File: config.mk
export PLATFORM = sky130hd
export DESIGN_NAME = json_string_unescape_utf8_unit
export DESIGN_NICKNAME = d
export VERILOG_FILES = /design/src/jsu_pkg.sv /design/src/json_string_unescape_utf8_unit.sv /design/src/jsu_front.sv /design/src/jsu_queue.sv /design/src/jsu_back.sv
export SDC_FILE = /design/constraint.sdc
export NUM_CORES = 1
export LEC_CHECK = 0
export BUFFER_PORTS_ARGS = -buffer_cell sky130_fd_sc_hd__buf_4
export CAP_MARGIN = 40
export CORE_MARGIN = 10
export CORE_UTILIZATION = 60
export DETAILED_ROUTE_END_ITERATION = 16
export PLACE_DENSITY = 0.81
export SETUP_SLACK_MARGIN = 0.05
export SLEW_MARGIN = 20
export SYNTH_ARGS = -nofsm -noshare
export SYNTH_HDL_FRONTEND = slang
export SYNTH_SLANG_ARGS = --single-unit
export TNS_END_PERCENT = 100
File: constraint.sdc
create_clock -name clk -period 6 [get_ports clk]
set_clock_uncertainty 0.05 [all_clocks]
set_input_delay 0.3 -clock clk [delete_from_list [all_inputs] [get_ports clk]]
set_output_delay 0.3 -clock clk [all_outputs]
set_load 0.005 [all_outputs]
File: src/jsu_pkg.sv
// Shared types and constants of the JSON string unescaper.
package jsu_pkg;

    localparam int QUEUE_DEPTH  = 4;
    localparam int PACKET_BYTES = 4;
    localparam int QPTR_W       = $clog2(QUEUE_DEPTH);
    localparam int QCNT_W       = $clog2(QUEUE_DEPTH + 1);
    localparam int PIDX_W       = $clog2(PACKET_BYTES);

    localparam logic [1:0] KIND_DATA  = 2'd0;
    localparam logic [1:0] KIND_END   = 2'd1;
    localparam logic [1:0] KIND_ERROR = 2'd2;

    localparam logic [2:0] ERR_NONE         = 3'd0;
    localparam logic [2:0] ERR_BAD_ESCAPE   = 3'd1;
    localparam logic [2:0] ERR_BAD_UNICODE  = 3'd2;
    localparam logic [2:0] ERR_BAD_SURROGATE = 3'd3;
    localparam logic [2:0] ERR_UNTERMINATED = 3'd4;

    typedef struct packed {
        logic [7:0] data_byte;
        logic       end_of_text;
    } in_item_t;

    typedef struct packed {
        logic [7:0] out_byte;
        logic [1:0] kind;
        logic [2:0] error_code;
        logic       last;
    } out_item_t;

    // All results caused by one input byte, bytes[0] first.
    typedef struct packed {
        logic [PACKET_BYTES-1:0][7:0] bytes;
        logic [PIDX_W:0]              count;
        logic [1:0]                   kind;
        logic [2:0]                   error_code;
    } packet_t;

    typedef struct packed {
        logic full;
        logic empty;
    } q_status_t;

endpackage

File: src/json_string_unescape_utf8_unit.sv
// Top level of the JSON string unescaper with UTF-8 output.
//
// The block takes the bytes of a JSON string body, starting just after the
// opening quote, and delivers decoded UTF-8 bytes, an end result at the closing
// quote, or an error result, after which it is back in content mode for the
// next string. One input byte is taken per clock cycle whenever full is low;
// the front end decodes each byte combinationally and files all the results
// it causes (none to four) as one packet in a four-entry queue. The back end
// hands out one result per cycle from its output register while pop is held,
// so the first result of a request passes through the queue and the output
// register before it reaches the result ports. Sustained throughput is set
// by the input bytes or by the results, whichever are more numerous: a
// completed unicode escape that yields several UTF-8 bytes holds the output
// register while they are handed out, and full rises only once the queue has
// filled behind it. The last flag marks the final result of any input byte.
module json_string_unescape_utf8_unit (
    input  logic               clk,
    input  logic               rst_n,
    input  logic               push,
    output logic               full,
    input  jsu_pkg::in_item_t  item,
    output logic               empty,
    input  logic               pop,
    output jsu_pkg::out_item_t result
);

    jsu_pkg::q_status_t q_stat;
    jsu_pkg::packet_t   front_pkt;
    jsu_pkg::packet_t   head_pkt;
    logic               front_push;
    logic               back_pop;

    // The front end stalls only on a full queue, never on the result side.
    assign full = q_stat.full;

    jsu_front u_front (
        .clk      (clk),
        .rst_n    (rst_n),
        .push     (push),
        .item     (item),
        .q_stat   (q_stat),
        .pkt_push (front_push),
        .pkt      (front_pkt)
    );

    jsu_queue u_queue (
        .clk     (clk),
        .rst_n   (rst_n),
        .push    (front_push),
        .pkt_in  (front_pkt),
        .pop     (back_pop),
        .pkt_out (head_pkt),
        .status  (q_stat)
    );

    jsu_back u_back (
        .clk    (clk),
        .rst_n  (rst_n),
        .pkt    (head_pkt),
        .q_stat (q_stat),
        .q_pop  (back_pop),
        .pop    (pop),
        .empty  (empty),
        .result (result)
    );

endmodule

File: src/jsu_front.sv
// Front end: accepts raw bytes, tracks escape state and builds result packets.
module jsu_front (
    input  logic               clk,
    input  logic               rst_n,
    input  logic               push,
    input  jsu_pkg::in_item_t  item,
    input  jsu_pkg::q_status_t q_stat,
    output logic               pkt_push,
    output jsu_pkg::packet_t   pkt
);

    localparam logic [2:0] M_CONTENT   = 3'd0;
    localparam logic [2:0] M_ESCAPE    = 3'd1;
    localparam logic [2:0] M_HEX_FIRST = 3'd2;
    localparam logic [2:0] M_WANT_BSL  = 3'd3;
    localparam logic [2:0] M_WANT_U    = 3'd4;
    localparam logic [2:0] M_HEX_LOW   = 3'd5;

    localparam logic [7:0] CH_QUOTE = 8'h22;
    localparam logic [7:0] CH_BSL   = 8'h5C;
    localparam logic [7:0] CH_SLASH = 8'h2F;
    localparam logic [7:0] CH_B     = 8'h62;
    localparam logic [7:0] CH_F     = 8'h66;
    localparam logic [7:0] CH_N     = 8'h6E;
    localparam logic [7:0] CH_R     = 8'h72;
    localparam logic [7:0] CH_T     = 8'h74;
    localparam logic [7:0] CH_U     = 8'h75;

    localparam logic [15:0] HIGH_FIRST = 16'hD800;
    localparam logic [15:0] HIGH_LAST  = 16'hDBFF;
    localparam logic [15:0] LOW_FIRST  = 16'hDC00;
    localparam logic [15:0] LOW_LAST   = 16'hDFFF;
    localparam logic [20:0] SUPP_BASE  = 21'h10000;
    localparam logic [15:0] ONE_MAX    = 16'h007F;
    localparam logic [15:0] TWO_MAX    = 16'h07FF;

    logic [2:0]  mode_reg, mode_next;
    logic [1:0]  digit_count_reg, digit_count_next;
    logic [15:0] code_word_reg, code_word_next;
    logic [9:0]  high_half_reg, high_half_next;

    logic        accept;
    logic        emit;
    logic        go_idle;
    logic        hex_ok;
    logic [3:0]  hex_value;
    logic [15:0] word;
    logic [20:0] supp_cp;

    function automatic jsu_pkg::packet_t single(input logic [7:0] b, input logic [1:0] k,
                                                input logic [2:0] e);
        jsu_pkg::packet_t p;
        p            = '0;
        p.bytes[0]   = b;
        p.count      = 3'd1;
        p.kind       = k;
        p.error_code = e;
        return p;
    endfunction

    function automatic jsu_pkg::packet_t encode_bmp(input logic [15:0] v);
        jsu_pkg::packet_t p;
        p      = '0;
        p.kind = jsu_pkg::KIND_DATA;
        if (v <= ONE_MAX) begin
            p.bytes[0] = v[7:0];
            p.count    = 3'd1;
        end
        else if (v <= TWO_MAX) begin
            p.bytes[0] = {3'b110, v[10:6]};
            p.bytes[1] = {2'b10, v[5:0]};
            p.count    = 3'd2;
        end
        else begin
            p.bytes[0] = {4'b1110, v[15:12]};
            p.bytes[1] = {2'b10, v[11:6]};
            p.bytes[2] = {2'b10, v[5:0]};
            p.count    = 3'd3;
        end
        return p;
    endfunction

    function automatic jsu_pkg::packet_t encode_supp(input logic [20:0] cp);
        jsu_pkg::packet_t p;
        p          = '0;
        p.kind     = jsu_pkg::KIND_DATA;
        p.bytes[0] = {5'b11110, cp[20:18]};
        p.bytes[1] = {2'b10, cp[17:12]};
        p.bytes[2] = {2'b10, cp[11:6]};
        p.bytes[3] = {2'b10, cp[5:0]};
        p.count    = 3'd4;
        return p;
    endfunction

    assign accept = push && !q_stat.full;

    always_comb
    begin
        hex_ok    = 1'b1;
        hex_value = 4'd0;
        if (item.data_byte >= 8'h30 && item.data_byte <= 8'h39)
        begin
            hex_value = item.data_byte[3:0];
        end
        else if ((item.data_byte >= 8'h61 && item.data_byte <= 8'h66) ||
                 (item.data_byte >= 8'h41 && item.data_byte <= 8'h46))
        begin
            hex_value = item.data_byte[3:0] + 4'd9;
        end
        else
        begin
            hex_ok = 1'b0;
        end
    end

    assign word    = {code_word_reg[11:0], hex_value};
    // The low ten bits of each half are the offsets from the range bases.
    assign supp_cp = {1'b0, high_half_reg, word[9:0]} + SUPP_BASE;

    always_comb
    begin
        mode_next        = mode_reg;
        digit_count_next = digit_count_reg;
        code_word_next   = code_word_reg;
        high_half_next   = high_half_reg;
        pkt              = '0;
        emit             = 1'b0;
        go_idle          = 1'b0;

        if (item.end_of_text)
        begin
            emit    = 1'b1;
            go_idle = 1'b1;
            unique case (mode_reg)
                M_ESCAPE:
                    pkt = single(8'd0, jsu_pkg::KIND_ERROR, jsu_pkg::ERR_BAD_ESCAPE);
                M_HEX_FIRST, M_HEX_LOW:
                    pkt = single(8'd0, jsu_pkg::KIND_ERROR, jsu_pkg::ERR_BAD_UNICODE);
                M_WANT_BSL, M_WANT_U:
                    pkt = single(8'd0, jsu_pkg::KIND_ERROR, jsu_pkg::ERR_BAD_SURROGATE);
                default:
                    pkt = single(8'd0, jsu_pkg::KIND_ERROR, jsu_pkg::ERR_UNTERMINATED);
            endcase
        end
        else
        begin
            unique case (mode_reg)
                M_ESCAPE:
                begin
                    emit = 1'b1;
                    mode_next = M_CONTENT;
                    unique case (item.data_byte)
                        CH_U:
                        begin
                            emit             = 1'b0;
                            mode_next        = M_HEX_FIRST;
                            digit_count_next = 2'd0;
                            code_word_next   = 16'd0;
                        end
                        CH_QUOTE, CH_BSL, CH_SLASH:
                            pkt = single(item.data_byte, jsu_pkg::KIND_DATA, jsu_pkg::ERR_NONE);
                        CH_B: pkt = single(8'h08, jsu_pkg::KIND_DATA, jsu_pkg::ERR_NONE);
                        CH_F: pkt = single(8'h0C, jsu_pkg::KIND_DATA, jsu_pkg::ERR_NONE);
                        CH_N: pkt = single(8'h0A, jsu_pkg::KIND_DATA, jsu_pkg::ERR_NONE);
                        CH_R: pkt = single(8'h0D, jsu_pkg::KIND_DATA, jsu_pkg::ERR_NONE);
                        CH_T: pkt = single(8'h09, jsu_pkg::KIND_DATA, jsu_pkg::ERR_NONE);
                        default:
                        begin
                            pkt = single(8'd0, jsu_pkg::KIND_ERROR, jsu_pkg::ERR_BAD_ESCAPE);
                            go_idle = 1'b1;
                        end
                    endcase
                end
                M_HEX_FIRST, M_HEX_LOW:
                begin
                    if (!hex_ok)
                    begin
                        emit    = 1'b1;
                        go_idle = 1'b1;
                        pkt = single(8'd0, jsu_pkg::KIND_ERROR, jsu_pkg::ERR_BAD_UNICODE);
                    end
                    else if (digit_count_reg != 2'd3)
                    begin
                        code_word_next   = word;
                        digit_count_next = digit_count_reg + 2'd1;
                    end
                    else if (mode_reg == M_HEX_FIRST)
                    begin
                        if (word >= HIGH_FIRST && word <= HIGH_LAST)
                        begin
                            high_half_next   = word[9:0];
                            mode_next        = M_WANT_BSL;
                            digit_count_next = 2'd0;
                            code_word_next   = 16'd0;
                        end
                        else if (word >= LOW_FIRST && word <= LOW_LAST)
                        begin
                            emit    = 1'b1;
                            go_idle = 1'b1;
                            pkt = single(8'd0, jsu_pkg::KIND_ERROR, jsu_pkg::ERR_BAD_SURROGATE);
                        end
                        else
                        begin
                            emit    = 1'b1;
                            go_idle = 1'b1;
                            pkt     = encode_bmp(word);
                        end
                    end
                    else
                    begin
                        emit    = 1'b1;
                        go_idle = 1'b1;
                        if (word >= LOW_FIRST && word <= LOW_LAST)
                        begin
                            pkt = encode_supp(supp_cp);
                        end
                        else
                        begin
                            pkt = single(8'd0, jsu_pkg::KIND_ERROR, jsu_pkg::ERR_BAD_SURROGATE);
                        end
                    end
                end
                M_WANT_BSL:
                begin
                    if (item.data_byte == CH_BSL)
                    begin
                        mode_next = M_WANT_U;
                    end
                    else
                    begin
                        emit    = 1'b1;
                        go_idle = 1'b1;
                        pkt = single(8'd0, jsu_pkg::KIND_ERROR, jsu_pkg::ERR_BAD_SURROGATE);
                    end
                end
                M_WANT_U:
                begin
                    if (item.data_byte == CH_U)
                    begin
                        mode_next        = M_HEX_LOW;
                        digit_count_next = 2'd0;
                        code_word_next   = 16'd0;
                    end
                    else
                    begin
                        emit    = 1'b1;
                        go_idle = 1'b1;
                        pkt = single(8'd0, jsu_pkg::KIND_ERROR, jsu_pkg::ERR_BAD_SURROGATE);
                    end
                end
                default:
                begin
                    if (item.data_byte == CH_QUOTE)
                    begin
                        emit    = 1'b1;
                        go_idle = 1'b1;
                        pkt     = single(8'd0, jsu_pkg::KIND_END, jsu_pkg::ERR_NONE);
                    end
                    else if (item.data_byte == CH_BSL)
                    begin
                        mode_next = M_ESCAPE;
                    end
                    else
                    begin
                        emit      = 1'b1;
                        mode_next = M_CONTENT;
                        pkt = single(item.data_byte, jsu_pkg::KIND_DATA, jsu_pkg::ERR_NONE);
                    end
                end
            endcase
        end

        if (go_idle)
        begin
            mode_next        = M_CONTENT;
            digit_count_next = 2'd0;
            code_word_next   = 16'd0;
            high_half_next   = 10'd0;
        end
    end

    always_ff @(posedge clk or negedge rst_n)
    begin
        if (!rst_n)
        begin
            mode_reg        <= M_CONTENT;
            digit_count_reg <= 2'd0;
            code_word_reg   <= 16'd0;
            high_half_reg   <= 10'd0;
        end
        else if (accept)
        begin
            mode_reg        <= mode_next;
            digit_count_reg <= digit_count_next;
            code_word_reg   <= code_word_next;
            high_half_reg   <= high_half_next;
        end
    end

    assign pkt_push = accept && emit;

    // A pushed packet always carries between one and four results.
    a_pkt_count: assert property (@(posedge clk) disable iff (!rst_n)
        pkt_push |-> (pkt.count != 3'd0 && pkt.count <= 3'd4))
        else $error("front pushed a packet with a bad result count");

endmodule

File: src/jsu_queue.sv
// Short packet queue between the front end and the result serialiser.
module jsu_queue (
    input  logic               clk,
    input  logic               rst_n,
    input  logic               push,
    input  jsu_pkg::packet_t   pkt_in,
    input  logic               pop,
    output jsu_pkg::packet_t   pkt_out,
    output jsu_pkg::q_status_t status
);

    jsu_pkg::packet_t mem [jsu_pkg::QUEUE_DEPTH];

    logic [jsu_pkg::QPTR_W-1:0] wr_ptr_reg;
    logic [jsu_pkg::QPTR_W-1:0] rd_ptr_reg;
    logic [jsu_pkg::QCNT_W-1:0] count_reg;
    logic                       do_push;
    logic                       do_pop;

    localparam logic [jsu_pkg::QPTR_W-1:0] PTR_LAST = jsu_pkg::QPTR_W'(jsu_pkg::QUEUE_DEPTH - 1);
    localparam logic [jsu_pkg::QCNT_W-1:0] CNT_FULL = jsu_pkg::QCNT_W'(jsu_pkg::QUEUE_DEPTH);

    assign status.full  = (count_reg == CNT_FULL);
    assign status.empty = (count_reg == '0);
    assign do_push      = push && !status.full;
    assign do_pop       = pop && !status.empty;
    assign pkt_out      = mem[rd_ptr_reg];

    always_ff @(posedge clk)
    begin
        if (do_push)
        begin
            mem[wr_ptr_reg] <= pkt_in;
        end
    end

    always_ff @(posedge clk or negedge rst_n)
    begin
        if (!rst_n)
        begin
            wr_ptr_reg <= '0;
            rd_ptr_reg <= '0;
            count_reg  <= '0;
        end
        else
        begin
            if (do_push)
            begin
                wr_ptr_reg <= (wr_ptr_reg == PTR_LAST) ? '0 : wr_ptr_reg + jsu_pkg::QPTR_W'(1);
            end
            if (do_pop)
            begin
                rd_ptr_reg <= (rd_ptr_reg == PTR_LAST) ? '0 : rd_ptr_reg + jsu_pkg::QPTR_W'(1);
            end
            if (do_push && !do_pop)
            begin
                count_reg <= count_reg + jsu_pkg::QCNT_W'(1);
            end
            else if (do_pop && !do_push)
            begin
                count_reg <= count_reg - jsu_pkg::QCNT_W'(1);
            end
        end
    end

    a_count_range: assert property (@(posedge clk) disable iff (!rst_n)
        count_reg <= CNT_FULL)
        else $error("packet queue count out of range");

    a_ptr_gap: assert property (@(posedge clk) disable iff (!rst_n)
        (wr_ptr_reg == rd_ptr_reg) |-> (status.empty || status.full))
        else $error("packet queue pointers disagree with count");

endmodule

File: src/jsu_back.sv
// Back end: splits queued packets into single results held in an output register.
module jsu_back (
    input  logic               clk,
    input  logic               rst_n,
    input  jsu_pkg::packet_t   pkt,
    input  jsu_pkg::q_status_t q_stat,
    output logic               q_pop,
    input  logic               pop,
    output logic               empty,
    output jsu_pkg::out_item_t result
);

    jsu_pkg::out_item_t          out_reg;
    logic                        out_valid_reg;
    logic [jsu_pkg::PIDX_W-1:0]  idx_reg;
    logic                        load;
    logic                        final_one;

    assign empty     = !out_valid_reg;
    assign result    = out_reg;
    assign load      = !out_valid_reg || pop;
    assign final_one = ({1'b0, idx_reg} == (pkt.count - (jsu_pkg::PIDX_W + 1)'(1)));
    assign q_pop     = load && !q_stat.empty && final_one;

    always_ff @(posedge clk)
    begin
        if (load && !q_stat.empty)
        begin
            out_reg.out_byte   <= pkt.bytes[idx_reg];
            out_reg.kind       <= pkt.kind;
            out_reg.error_code <= pkt.error_code;
            out_reg.last       <= final_one;
        end
    end

    always_ff @(posedge clk or negedge rst_n)
    begin
        if (!rst_n)
        begin
            out_valid_reg <= 1'b0;
            idx_reg       <= '0;
        end
        else if (load)
        begin
            out_valid_reg <= !q_stat.empty;
            if (!q_stat.empty)
            begin
                idx_reg <= final_one ? '0 : idx_reg + jsu_pkg::PIDX_W'(1);
            end
        end
    end

    a_ctrl_last: assert property (@(posedge clk) disable iff (!rst_n)
        (!empty && result.kind != jsu_pkg::KIND_DATA) |-> result.last)
        else $error("end or error result not marked last");

    a_err_code: assert property (@(posedge clk) disable iff (!rst_n)
        !empty |-> ((result.kind == jsu_pkg::KIND_ERROR) ==
                    (result.error_code != jsu_pkg::ERR_NONE)))
        else $error("error code does not match result kind");

endmodule

Word-level counts from Yosys, hierarchy flattened
Memories as Yosys holds them, arrays and structs flattened.
Cells that the tools add are included.
{ "totals": {"out_inout_bits": 16, "wordCells": 183, "n_memories": 1, "ramBits": 160, "register_bits": 51, "input_bits": 13} }
{ "mem_list": {"columns": ["memory", "depth", "word_bits", "read_ports", "rd_clocked_by_memory_dff", "write_ports", "line", "source"], "rows": [
  ["u_queue.mem", 4, 40, 1, 0, 1, "jsu_queue.sv:12", "jsu_pkg::packet_t mem [jsu_pkg::QUEUE_DEPTH];"]
]} }
{ "op_classes": {"n_bitwise": 1, "n_mux": 79, "order_cmp": 13, "reduce_logical": 36, "eq_ne": 31, "add_sub_neg": 9} }
{ "ops": {"columns": ["operator", "n"], "rows": [
  ["$mux W40", 7],
  ["$pmux W40 S4", 1],
  ["$pmux W16 S7", 1],
  ["$mux W12", 7],
  ["$mux W10", 7],
  ["$eq A8 B7 Y1 const B", 7],
  ["$mux W3", 11],
  ["$ge A16 B16 Y1 const B", 2],
  ["$le A16 B16 Y1 const B", 2],
  ["$mux W16", 2],
  ["$mux W32", 1],
  ["$pmux W12 S2", 1],
  ["$mux W2", 11],
  ["$add A20 B17 Y21 const B", 1],
  ["$ne A3 B1 Y1 const B", 6],
  ["$mux W17", 1],
  ["$bmux W8 S2", 1],
  ["$eq A8 B6 Y1 const B", 2],
  ["$ge A8 B7 Y1 const B", 2],
  ["$le A16 B11 Y1 const B", 1],
  ["$le A16 B7 Y1 const B", 1],
  ["$le A8 B7 Y1 const B", 2],
  ["$mux W1", 16],
  ["$mux W8", 2],
  ["other kinds (38)", 74]
]} }

Logic depth before layout (Yosys ltp)
Gate-level depths: netlist of run 1.
{ "depth": {"ltp_word": 19, "mapped_depth": 16, "depth_no_buf": 14} }

By module
A second synthesis of run 1 with hierarchy kept.
{ "unflattened": {"hier_cells": 641, "area_unflattened_um2": 9753.1} }
{ "by_module_without_submodules": {"columns": ["mod", "n_inst", "seq_area_each_um2", "area_per_inst_um2", "cells_each"], "rows": [
  ["jsu_queue", 1, 4979.8, 6211.0, 247],
  ["jsu_front", 1, 675.6, 2703.8, 347],
  ["jsu_back", 1, 495.5, 838.3, 47]
]} }

Least setup slack after synthesis of run 1
OpenSTA, ideal clock, no wires.
{ "synth_timing": {"path_type": "register to register", "start": "reg u_queue.rd_ptr_reg[0] in the netlist's numbering", "end": "reg u_queue.count_reg[1] in the netlist's numbering", "path_stages_with_launch": 13, "required_ps": 5825, "setup_ps": 125, "path_buffers": 2, "slack_ps": 2318, "arrival_ps": 3508, "synth_period_minus_slack_ps": 3682, "cell_sequence": "dfrtp_1 > buf_2 > buf_1 > mux4_2 > inv_1 > ha_1 > xnor2_1 > nor3_1 > nand2_1 > ha_1 > inv_1 > fa_1 > mux2_2"} }
{ "synth_between": {"elab_chain_cells": 8, "elab_cells_between_ends": 10, "classes_between": "add/sub (1); eq/ne (1); mux (1); reduce/logical (6); memory (1)"} }
{ "synth_lines": {"columns": ["item", "line", "source"], "rows": [
  ["from (decl)", "jsu_queue.sv:15", "logic [jsu_pkg::QPTR_W-1:0] rd_ptr_reg;"],
  ["from (signal assigned)", "jsu_queue.sv:53", "rd_ptr_reg <= (rd_ptr_reg == PTR_LAST) ? '0 : rd_ptr_reg + jsu_pkg::QPTR_W'(1);"],
  ["$mem_v2 Z4 W40 (*)", null, null],
  ["$sub A3 B1 Y3 (*)", "jsu_back.sv:22", "assign final_one = ({1'b0, idx_reg} == (pkt.count - (jsu_pkg::PIDX_W + 1)'(1)));"],
  ["$eq A2 B3 Y1 (*)", "jsu_back.sv:22", null],
  ["via u_back.final_one", "jsu_back.sv:17", "logic final_one;"],
  ["$logic_and A1 B1 Y1 (*)", "jsu_back.sv:23", "assign q_pop = load && !q_stat.empty && final_one;"],
  ["$logic_and A1 B1 Y1 (*)", "jsu_queue.sv:26", "assign do_pop = pop && !status.empty;"],
  ["$logic_not A1 Y1", "jsu_queue.sv:55", "if (do_push && !do_pop)"],
  ["$logic_and A1 B1 Y1", "jsu_queue.sv:55", null],
  ["$mux W3 or $reduce_bool A2 Y1 (tied branches)", null, null],
  ["to (signal assigned)", "jsu_queue.sv:57", "count_reg <= count_reg + jsu_pkg::QCNT_W'(1);"],
  ["to (signal assigned)", "jsu_queue.sv:61", "count_reg <= count_reg - jsu_pkg::QCNT_W'(1);"],
  ["to (decl)", "jsu_queue.sv:16", "logic [jsu_pkg::QCNT_W-1:0] count_reg;"]
]} }
Mark *: on every way through the listed nets, which the timed path passes. The rest lies on a longest branch.
A chain may end at the register's enable or synchronous reset.

Final worst setup path of run 1
Ends and elaborated chain as after synthesis.

==> flow_summary.ini, run 1 <==
[timing]
slew_viol_final = 0
relSlewSlack_pct = 46.35
hold_viol_final = 0
setup_ws_ps = 2122
fmax_mhz = 257.9
timing.setup.tns_ps = 0
layout_min_cycle_time_ps = 3878
whs_ps = 23.94
setup_violations = 0
rsz0062_at_grt = no
period_share_pct = 64.63
worst_slew_pin_slew_ps = 804.8

[synth]
synth_top_area_share_pct = 51.99
syn_area_um2 = 9126
yosysUniqueCellTypes = 69
synthCells = 629
synth.avg_cell_area_um2 = 14.51
synth.area.top_cells = edfxtp_1 52%, mux4_2 11%, dfrtp_1 10%
synth_fp_nets = 656
async_reset_ff_share_pct = 18.97
synth_largest_area_cell = edfxtp_1
synth_seq_cells = 195
synth_edf_count = 158
seq_area_frac_synth_pct = 62.13
ys.flop_type = edfxtp_1
synth_warnings = 0

[worst_hold_path]
hp-class = primary input to flip-flop

[critical_path]
worstPathMaxFanout = 36
path_class = flip-flop to flip-flop
critPathLaunchType = flip-flop
end_kind = flip-flop
cp_data_required_time_ps = 6260
worst-endpoint-arrival_ps = 4140

[floorplan]
num_io_pins = 29
start_util_pct = 60.71
fp-row-count = 45
fp.dieW_um = 143.3
dieArea_um2 = 20540
die_y_um = 143.3
fp.coreArea_um2 = 15030

[grt]
grt_pass1_wl_um = 32420
grt_usage_pct = 20.70
grt_pass1_vias = 5763
antenna_found_initial = 0
grt_max_degree = 38
overflow = 0

[clock_network]
cts_sinks = 195
clock_path_buffers = 2
cts_root_buf = clkbuf_16
cts-resized-gates = 0
clk_pin_slew_ps = 70
clk_latency_ps = 430
cts_max_level = 4
numCtsBuffers = 17
cts_tree = built

[cells_and_area]
most-common-layout-cells = 158 x edfxtp_1, 45 x nand2_1, 43 x mux4_2
final_cells = 852
final_nets = 678
final_util_pct = 66.81
largest_register_ffs = 144
final_common_cell = edfxtp_1
area_growth_syn_to_layout_pct = 10.05
drive_above_1_share_pct = 20.18
diodes = 0

[drt]
drc = 0
antenna_left = 0
drtPass1Iterations = 7
drt_iter0_drc = 679
viasPerCell = 6.574
wl_um = 20150
wl_per_cell_um = 23.65
vias = 5601

[placed_design]
portBuffers = 28
post-place-ws_ps = 2129
dp_cells = 819
hpwl_um = 12890
gp_congestion = 1.000

[power]
vdd_drop_max_mv = 0.2130
powerDensity_nw_per_um2 = 408.4
p_leak_nw = 3.602

[job]
cap_violations = 0

[status]
status = finished, final reports clean
metal layers:
| layer | global-route usage (%) | up-vias | share of wire (%) |
|---|---|---|---|
| met5 | 0 | - | 0 |
| met4 | 7.469 | 0 | 2.1 |
| met3 | 5.215 | 35 | 7.4 |
| met2 | 33.41 | 272 | 50 |
| met1 | 26.77 | 2815 | 41 |
| li1 | - | 2479 | - |
cell usage after synthesis (all sizes together), types with 5 or more instances:
master and count:
xor2 5, mux2 8, mux2i 13, o21ai 25
a22o 17, nor2 36, buf 14, dfrtp 37
and2 14, edfxtp 158, xnor2 6, a22oi 5
nor2b 5, a21oi 38, mux4 43, nand3 12
nand2 45, nor3 10, nor3b 5, inv 25
a21o 8, ha 13, o22ai 5, clkbuf 20
timing repair:
action | 4_1_cts | 5_1_grt
hold buffers | 1 | 0
endpoints found under the hold margin | 37 | 0
buffers inserted | 0 | 0
final timing paths:
path                                             from                    endpoint  slack, ps  depth (start not counted)
max in group asynchronous                       rst_n       u_queue.rd_ptr_reg[0]       5180                          2
max reg2reg                     u_queue.rd_ptr_reg[0]        u_queue.count_reg[1]       2120                         11
min in group asynchronous                       rst_n           u_back.idx_reg[1]        340                          2
min                                              push         u_front.mode_reg[1]         20                          2
min reg2reg                u_front.digit_count_reg[1]  u_front.digit_count_reg[1]        470                          1
max                             u_queue.rd_ptr_reg[0]        u_queue.count_reg[1]       2120                         11
final cells by class:
| cell class | count | area (um2) |
|---|---|---|
| Fill cell | 1005 | 4990 |
| Sequential cell | 195 | 5672 |
| Tap cell | 188 | 235.2 |
| Clock buffer | 19 | 432.9 |
| Timing Repair Buffer | 37 | 280.3 |
| Clock inverter | 13 | 131.4 |
| Inverter | 25 | 93.84 |
| Multi-Input combinational cell | 375 | 3198 |
where the power goes:
group | leakage (nW) | switching, mW | internal (mW)
Sequential | 1.97 | 0.160 | 1.80
Combinational | 1.35 | 0.527 | 0.533
Clock | 0.276 | 0.473 | 0.614
Total | 3.60 | 1.16 | 2.94
stage by stage:
step / total power, mW / cell area (um2)
after global routing: 4.289 / 10040
after floorplan: 2.685 / 9126
final: 4.102 / 10040
after detailed placement: 3.043 / 9469
after CTS: 4.129 / 10040
after global placement: 2.982 / 9469
critical path: stages (launching register included):
cell,delay (ps)
dfrtp_2,420
buf_4,580
mux4_2,620
inv_1,80
ha_1,250
xnor2_1,130
nor3_1,360
nand2_1,200
ha_1,270
inv_1,70
fa_1,430
mux2_2,290
logic make-up after synthesis:
group	Yosys count	synth area share (%)
simple gates	160	9.460
compound gates	126	9.460
buf+inv	59	2.865
xor+xnor	11	1.056
flops	195	62.13
fa+ha+maj	14	2.002
mux	64	13.02
No activity file was read; power rests on OpenSTA's default activity.
==> inputs of run 2 (changes only) <==
--- a/config.mk
+++ b/config.mk
@@ -5,12 +5,13 @@
 export SDC_FILE = /design/constraint.sdc
 export NUM_CORES = 1
 export LEC_CHECK = 0
+export ABC_AREA = 1
 export BUFFER_PORTS_ARGS = -buffer_cell sky130_fd_sc_hd__buf_4
 export CAP_MARGIN = 40
 export CORE_MARGIN = 10
-export CORE_UTILIZATION = 60
+export CORE_UTILIZATION = 56
 export DETAILED_ROUTE_END_ITERATION = 16
-export PLACE_DENSITY = 0.81
+export PLACE_DENSITY = 0.8
 export SETUP_SLACK_MARGIN = 0.05
 export SLEW_MARGIN = 20
 export SYNTH_ARGS = -nofsm -noshare
==> constraint.sdc (replaced) <==
create_clock -name clk -period 3.5 [get_ports clk]
set_clock_uncertainty 0.05 [all_clocks]
set_input_delay 0.175 -clock clk [delete_from_list [all_inputs] [get_ports clk]]
set_output_delay 0.175 -clock clk [all_outputs]
set_load 0.005 [all_outputs]
==> run 2 against run 1 <==
Clock power up 74%; count of clock-buffer cells in the layout shrank 1; sequential cell count stayed put; largest power group unchanged; synthesized cell count up 51%; via count grew 27%; register-to-register slack worse by 1700 ps.
==> flow_summary.ini, run 2 <==
[status]
status = finished, final reports clean

[cells_and_area]
final_common_cell = nand2_1
diodes = 0
largest_register_ffs = 144
final_design_area_no_fill_um2 = 10380
most-common-layout-cells = 169 x nand2_1, 158 x edfxtp_1, 143 x nor2_1
drive_above_1_share_pct = 11.30
final_cells = 1207
area_growth_syn_to_layout_pct = 12.09
final_nets = 1005

[timing]
hold_viol_final = 0
period_share_pct = 89.37
relSlewSlack_pct = 50.49
slew_viol_final = 0
fmax_mhz = 319.7
setup_violations = 0
timing.setup.tns_ps = 0
worst_slew_pin_slew_ps = 734.8
setup_ws_ps = 372.1
layout_min_cycle_time_ps = 3128
rsz0062_at_grt = no

[grt]
grt_max_degree = 50
grt_pass1_vias = 6789
antenna_found_initial = 0
grt_pass1_wl_um = 36060
overflow = 0
grt_usage_pct = 20.80

[synth]
seq_area_frac_synth_pct = 61.23
synth_largest_area_cell = edfxtp_1
synth_commonest_cells = 169 x nand2_1, 158 x edfxtp_1, 147 x nor2_1
synth_seq_cells = 195
synth_fp_nets = 975
synthMostInstantiatedCell = nand2_1
synth.avg_cell_area_um2 = 9.768
async_reset_ff_share_pct = 18.97
synth_edf_count = 158
syn_area_um2 = 9260
synth.area.top_cells = edfxtp_1 51%, dfrtp_1 10%, nand2_1 6.9%
ys.flop_type = edfxtp_1
yosysUniqueCellTypes = 34
synth_warnings = 0
synth_top_area_share_pct = 51.24
synthCells = 948

[placed_design]
dp_cells = 1173
hpwl_um = 15110
portBuffers = 28
post-place-ws_ps = 440.2
gp_congestion = 0.9392
place_area_um2 = 9783

[critical_path]
worst-endpoint-arrival_ps = 3400
critPathLaunchType = flip-flop
worstPathMaxFanout = 14
crit_start = u_queue.rd_ptr_reg[0]
path_class = flip-flop to flip-flop
end_kind = flip-flop
cp_data_required_time_ps = 3770
regToRegStartpoint = u_queue.rd_ptr_reg[0]
ff2ff_path_depth = 13

[clock_network]
cts_max_level = 4
cts_root_buf = clkbuf_16
clk_latency_ps = 430
numCtsBuffers = 17
clk_pin_slew_ps = 80
clock_path_buffers = 2
cts_sinks = 195
cts_tree = built

[drt]
vias = 7123
antenna_left = 0
wl_um = 22530
wl_per_cell_um = 18.67
drt_iter0_drc = 970
viasPerCell = 5.901
drc = 0
drtPass1Iterations = 5

[worst_hold_path]
hold_start = item[0]
hold_depth = 2
hp-class = primary input to flip-flop

[floorplan]
num_io_pins = 29
die_y_um = 148.6
dieArea_um2 = 22080
fp-row-count = 46
fp.coreArea_um2 = 16060
fp.dieW_um = 148.6
start_util_pct = 57.67

[job]
cap_violations = 0

[power]
p_total_mw = 7.543
vdd_drop_max_mv = 0.4994
p_leak_nw = 4.101
powerDensity_nw_per_um2 = 726.7
==> run 2: area by class of cell <==
| cell class | instances | area (um2) |
|---|---|---|
| flip-flops and latches | 195 | 5672 |
| well taps | 216 | 270.3 |
| multi-input cells | 642 | 3189 |
| clock inverters | 14 | 147.6 |
| repair buffers | 49 | 397.9 |
| inverters | 73 | 274.0 |
| fillers | 1265 | 5678 |
| clock buffers | 18 | 429.2 |
==> run 2: path summary, 6_finish.rpt <==
| kind | end | slack (ps) |
|---|---|---|
| setup / recovery | u_queue.count_reg[1] | 370 |
| hold / removal | u_queue.mem[2][3] | 140 |
| setup reg to reg | u_queue.count_reg[1] | 370 |
| hold reg to reg | u_front.digit_count_reg[1] | 430 |
| max in group asynchronous | u_queue.rd_ptr_reg[0] | 2790 |
| min in group asynchronous | u_front.code_word_reg[5] | 210 |
==> run 2: repair_timing <==
| item | in CTS | in global routing |
|---|---|---|
| hold buffers | 2 | 0 |
| endpoints found under the setup margin | 0 | 0 |
| hold endpoints to repair | 38 | 0 |
| resized for setup | 0 | 0 |
| setup buffers | 0 | 0 |
==> run 2: worst max-delay path: stages, from the launching register on <==
cell	delay [ps]
dfrtp_2	490
inv_2	220
o21ai_0	130
o22a_1	210
ha_1	320
xor2_1	140
nand2_1	110
nor3_2	370
inv_1	90
ha_1	200
inv_1	100
fa_1	430
nor2_1	110
a21oi_1	50
==> run 2: kinds of logic (layout without fill, tap and decap cells) <==
group	Yosys count	in the layout	synth area share (%)
AO/OA/AOI/OAI	188	188	11.36
XOR/XNOR	10	10	0.9459
adder cells (fa/ha/maj)	14	14	1.973
buffers and inverters	111	154	4.716
flip-flops	195	195	61.23
AND/OR/NAND/NOR	430	430	19.77
==> run 2: report_power, final <==
group / switching, mW / internal (mW)
Sequential: 0.166 / 3.08
Clock: 0.895 / 1.01
Combinational: 1.60 / 0.797
Total: 2.66 / 4.88
==> run 2: routing by layer <==
| layer | up-vias | GRT usage (%) | wire (um) |
|---|---|---|---|
| met5 | - | 0 | 0 |
| met1 | 3379 | 27.09 | 9432 |
| met2 | 333 | 33.47 | 10920 |
| met4 | 0 | 6.739 | 427 |
| met3 | 43 | 5.067 | 1756 |
| li1 | 3368 | - | - |
==> run 2: per-stage QoR <==
step / util, % / hold WS (ps)
5_1_grt: 64.64 / 138.7
3_3_place_gp: 60.92 / 135.4
3_5_place_dp: 60.92 / 135.5
2_1_floorplan: - / -170.6
6_report: 64.64 / 143.8
4_1_cts: 64.64 / 130.5
==> inputs of run 3 (changes only) <==
--- a/config.mk
+++ b/config.mk
@@ -9,9 +9,9 @@
 export BUFFER_PORTS_ARGS = -buffer_cell sky130_fd_sc_hd__buf_4
 export CAP_MARGIN = 40
 export CORE_MARGIN = 10
-export CORE_UTILIZATION = 56
+export CORE_UTILIZATION = 60
 export DETAILED_ROUTE_END_ITERATION = 16
-export PLACE_DENSITY = 0.8
+export PLACE_DENSITY = 0.81
 export SETUP_SLACK_MARGIN = 0.05
 export SLEW_MARGIN = 20
 export SYNTH_ARGS = -nofsm -noshare
==> constraint.sdc (replaced) <==
create_clock -name clk -period 3.9 [get_ports clk]
set_clock_uncertainty 0.05 [all_clocks]
set_input_delay 0.195 -clock clk [delete_from_list [all_inputs] [get_ports clk]]
set_output_delay 0.195 -clock clk [all_outputs]
set_load 0.005 [all_outputs]
==> run 3 against run 2 <==
Combinational power is 15% lower; sequential share of layout area is 0.34 points higher; sequential cell count unchanged; utilization up 3.5 points; global-route usage rose by 0.93 points; power is 11% lower; routed wire length shrank 3.1%; final cell count decreased by 2.6%; critical endpoint unchanged; highest routed layer unchanged.
==> flow_summary.ini, run 3 (synthesis gave the netlist of run 2 again) <==
[power]
p_leak_nw = 4.080
vdd_drop_max_mv = 0.3586
p_total_mw = 6.722
powerDensity_nw_per_um2 = 651.7

[critical_path]
slowest_delay_ps = 520
critPathLaunchType = flip-flop
worst-endpoint-arrival_ps = 3580
path_cells = buf_4 > nand2_1 > a32o_1 > ha_1 > xor2_1 > nand2_1 > nor3_2 > inv_1 > ha_1 > inv_1 > fa_1 > nor2_1 > a21oi_1
worstPathMaxFanout = 34
cp_data_required_time_ps = 4180
path_class = flip-flop to flip-flop
critPathTopFamily = adder cells
path_depth = 13
end_kind = flip-flop
crit_buf_inv = 3
ff2ff_path_depth = 13
slowest_stage = dfrtp_2

[drt]
wl_um = 21840
antenna_left = 0
viasPerCell = 6.052
drc = 0
drtPass1Iterations = 6
drt_iter0_drc = 951
wl_per_cell_um = 18.57
vias = 7117

[clock_network]
numCtsBuffers = 17
cts_sinks = 195
cts_tree = built
clock_path_buffers = 2
cts_root_buf = clkbuf_16
clk_pin_slew_ps = 70
postCtsSetupBuffers = 0
cts_max_level = 4
cts-resized-gates = 0
clk_latency_ps = 440

[placed_design]
hpwl_um = 14370
place_area_um2 = 9701
dp_cells = 1142
portBuffers = 28
post-place-ws_ps = 632.1
gp_congestion = 0.9423

[timing]
hold_viol_final = 0
setup_ws_ps = 597.1
relSlewSlack_pct = 47.34
layout_min_cycle_time_ps = 3303
setup_violations = 0
rsz0062_at_grt = no
fmax_mhz = 302.8
whs_ps = 145.6
slew_viol_final = 0
period_share_pct = 84.69
worst_slew_pin_slew_ps = 781.7
timing.setup.tns_ps = 0

[cells_and_area]
largest_register_ffs = 144
drive_above_1_share_pct = 11.23
area_growth_syn_to_layout_pct = 11.39
final_common_cell = nand2_1
final_nets = 1002
final_design_area_no_fill_um2 = 10310
most-common-layout-cells = 169 x nand2_1, 158 x edfxtp_1, 143 x nor2_1
final_cells = 1176
diodes = 0
final_util_pct = 68.10
fillers = 1118

[floorplan]
fp-row-count = 45
num_io_pins = 29
fp.dieW_um = 144.2
die_y_um = 144.2
start_util_pct = 61.14
fp.coreArea_um2 = 15150
dieArea_um2 = 20800

[grt]
overflow = 0
grt_max_degree = 38
antenna_found_initial = 0
grt_pass1_wl_um = 35020
grt_usage_pct = 21.73
grt_pass1_vias = 6843

[worst_hold_path]
hold_depth = 2
hp-class = primary input to flip-flop

[job]
cap_violations = 0

[status]
status = finished, final reports clean
## run 3: changes by cell type in the layout (fill, tap and decap cells not counted), sizes merged
cell      delta
inv          -2
bufinv       +1
clkinvlp     +3
buf          -3
clkinv       -3
clkbuf       +1
## run 3: layer usage
| metal | vias to the layer above | global-route usage (%) | routed length, um |
|---|---|---|---|
| met3 | 48 | 3.739 | 1641 |
| li1 | 3351 | - | - |
| met1 | 3406 | 28.93 | 9220 |
| met4 | 0 | 8.138 | 527 |
| met5 | - | 0 | 0 |
| met2 | 312 | 35.07 | 10450 |
## run 3: cell type report
class	count	area [um2]	area share [%]
tap	188	235.2	2.280
clock buffer	19	442.9	4.294
inverter	73	274.0	2.656
clock inverter	13	151.4	1.468
multi-input combinational	642	3189	30.92
sequential	195	5672	54.99
timing repair buffer	46	350.3	3.396
## run 3: report_power, final
part           switching (mW)  total (mW)  internal (mW)  leakage, nW
Sequential              0.169        2.93           2.76         1.97
Combinational            1.37        2.05          0.677         1.82
Clock                   0.772        1.74          0.973        0.282
## run 3: what timing repair did
item	4_1_cts	5_1_grt
setup endpoints to repair	0	0
hold endpoints to repair	38	0
hold buffers	2	0
## run 3: path summary, 6_finish.rpt
kind / startpoint / endpoint / slack, ps
min: item[0] / u_queue.mem[0][3] / 150
max: u_queue.rd_ptr_reg[0] / u_queue.count_reg[1] / 600
min reg2reg: u_front.high_half_reg[1] / u_front.high_half_reg[1] / 430
max reg2reg: u_queue.rd_ptr_reg[0] / u_queue.count_reg[1] / 600
max in group asynchronous: rst_n / u_front.high_half_reg[5] / 3180
min in group asynchronous: rst_n / u_queue.wr_ptr_reg[0] / 230
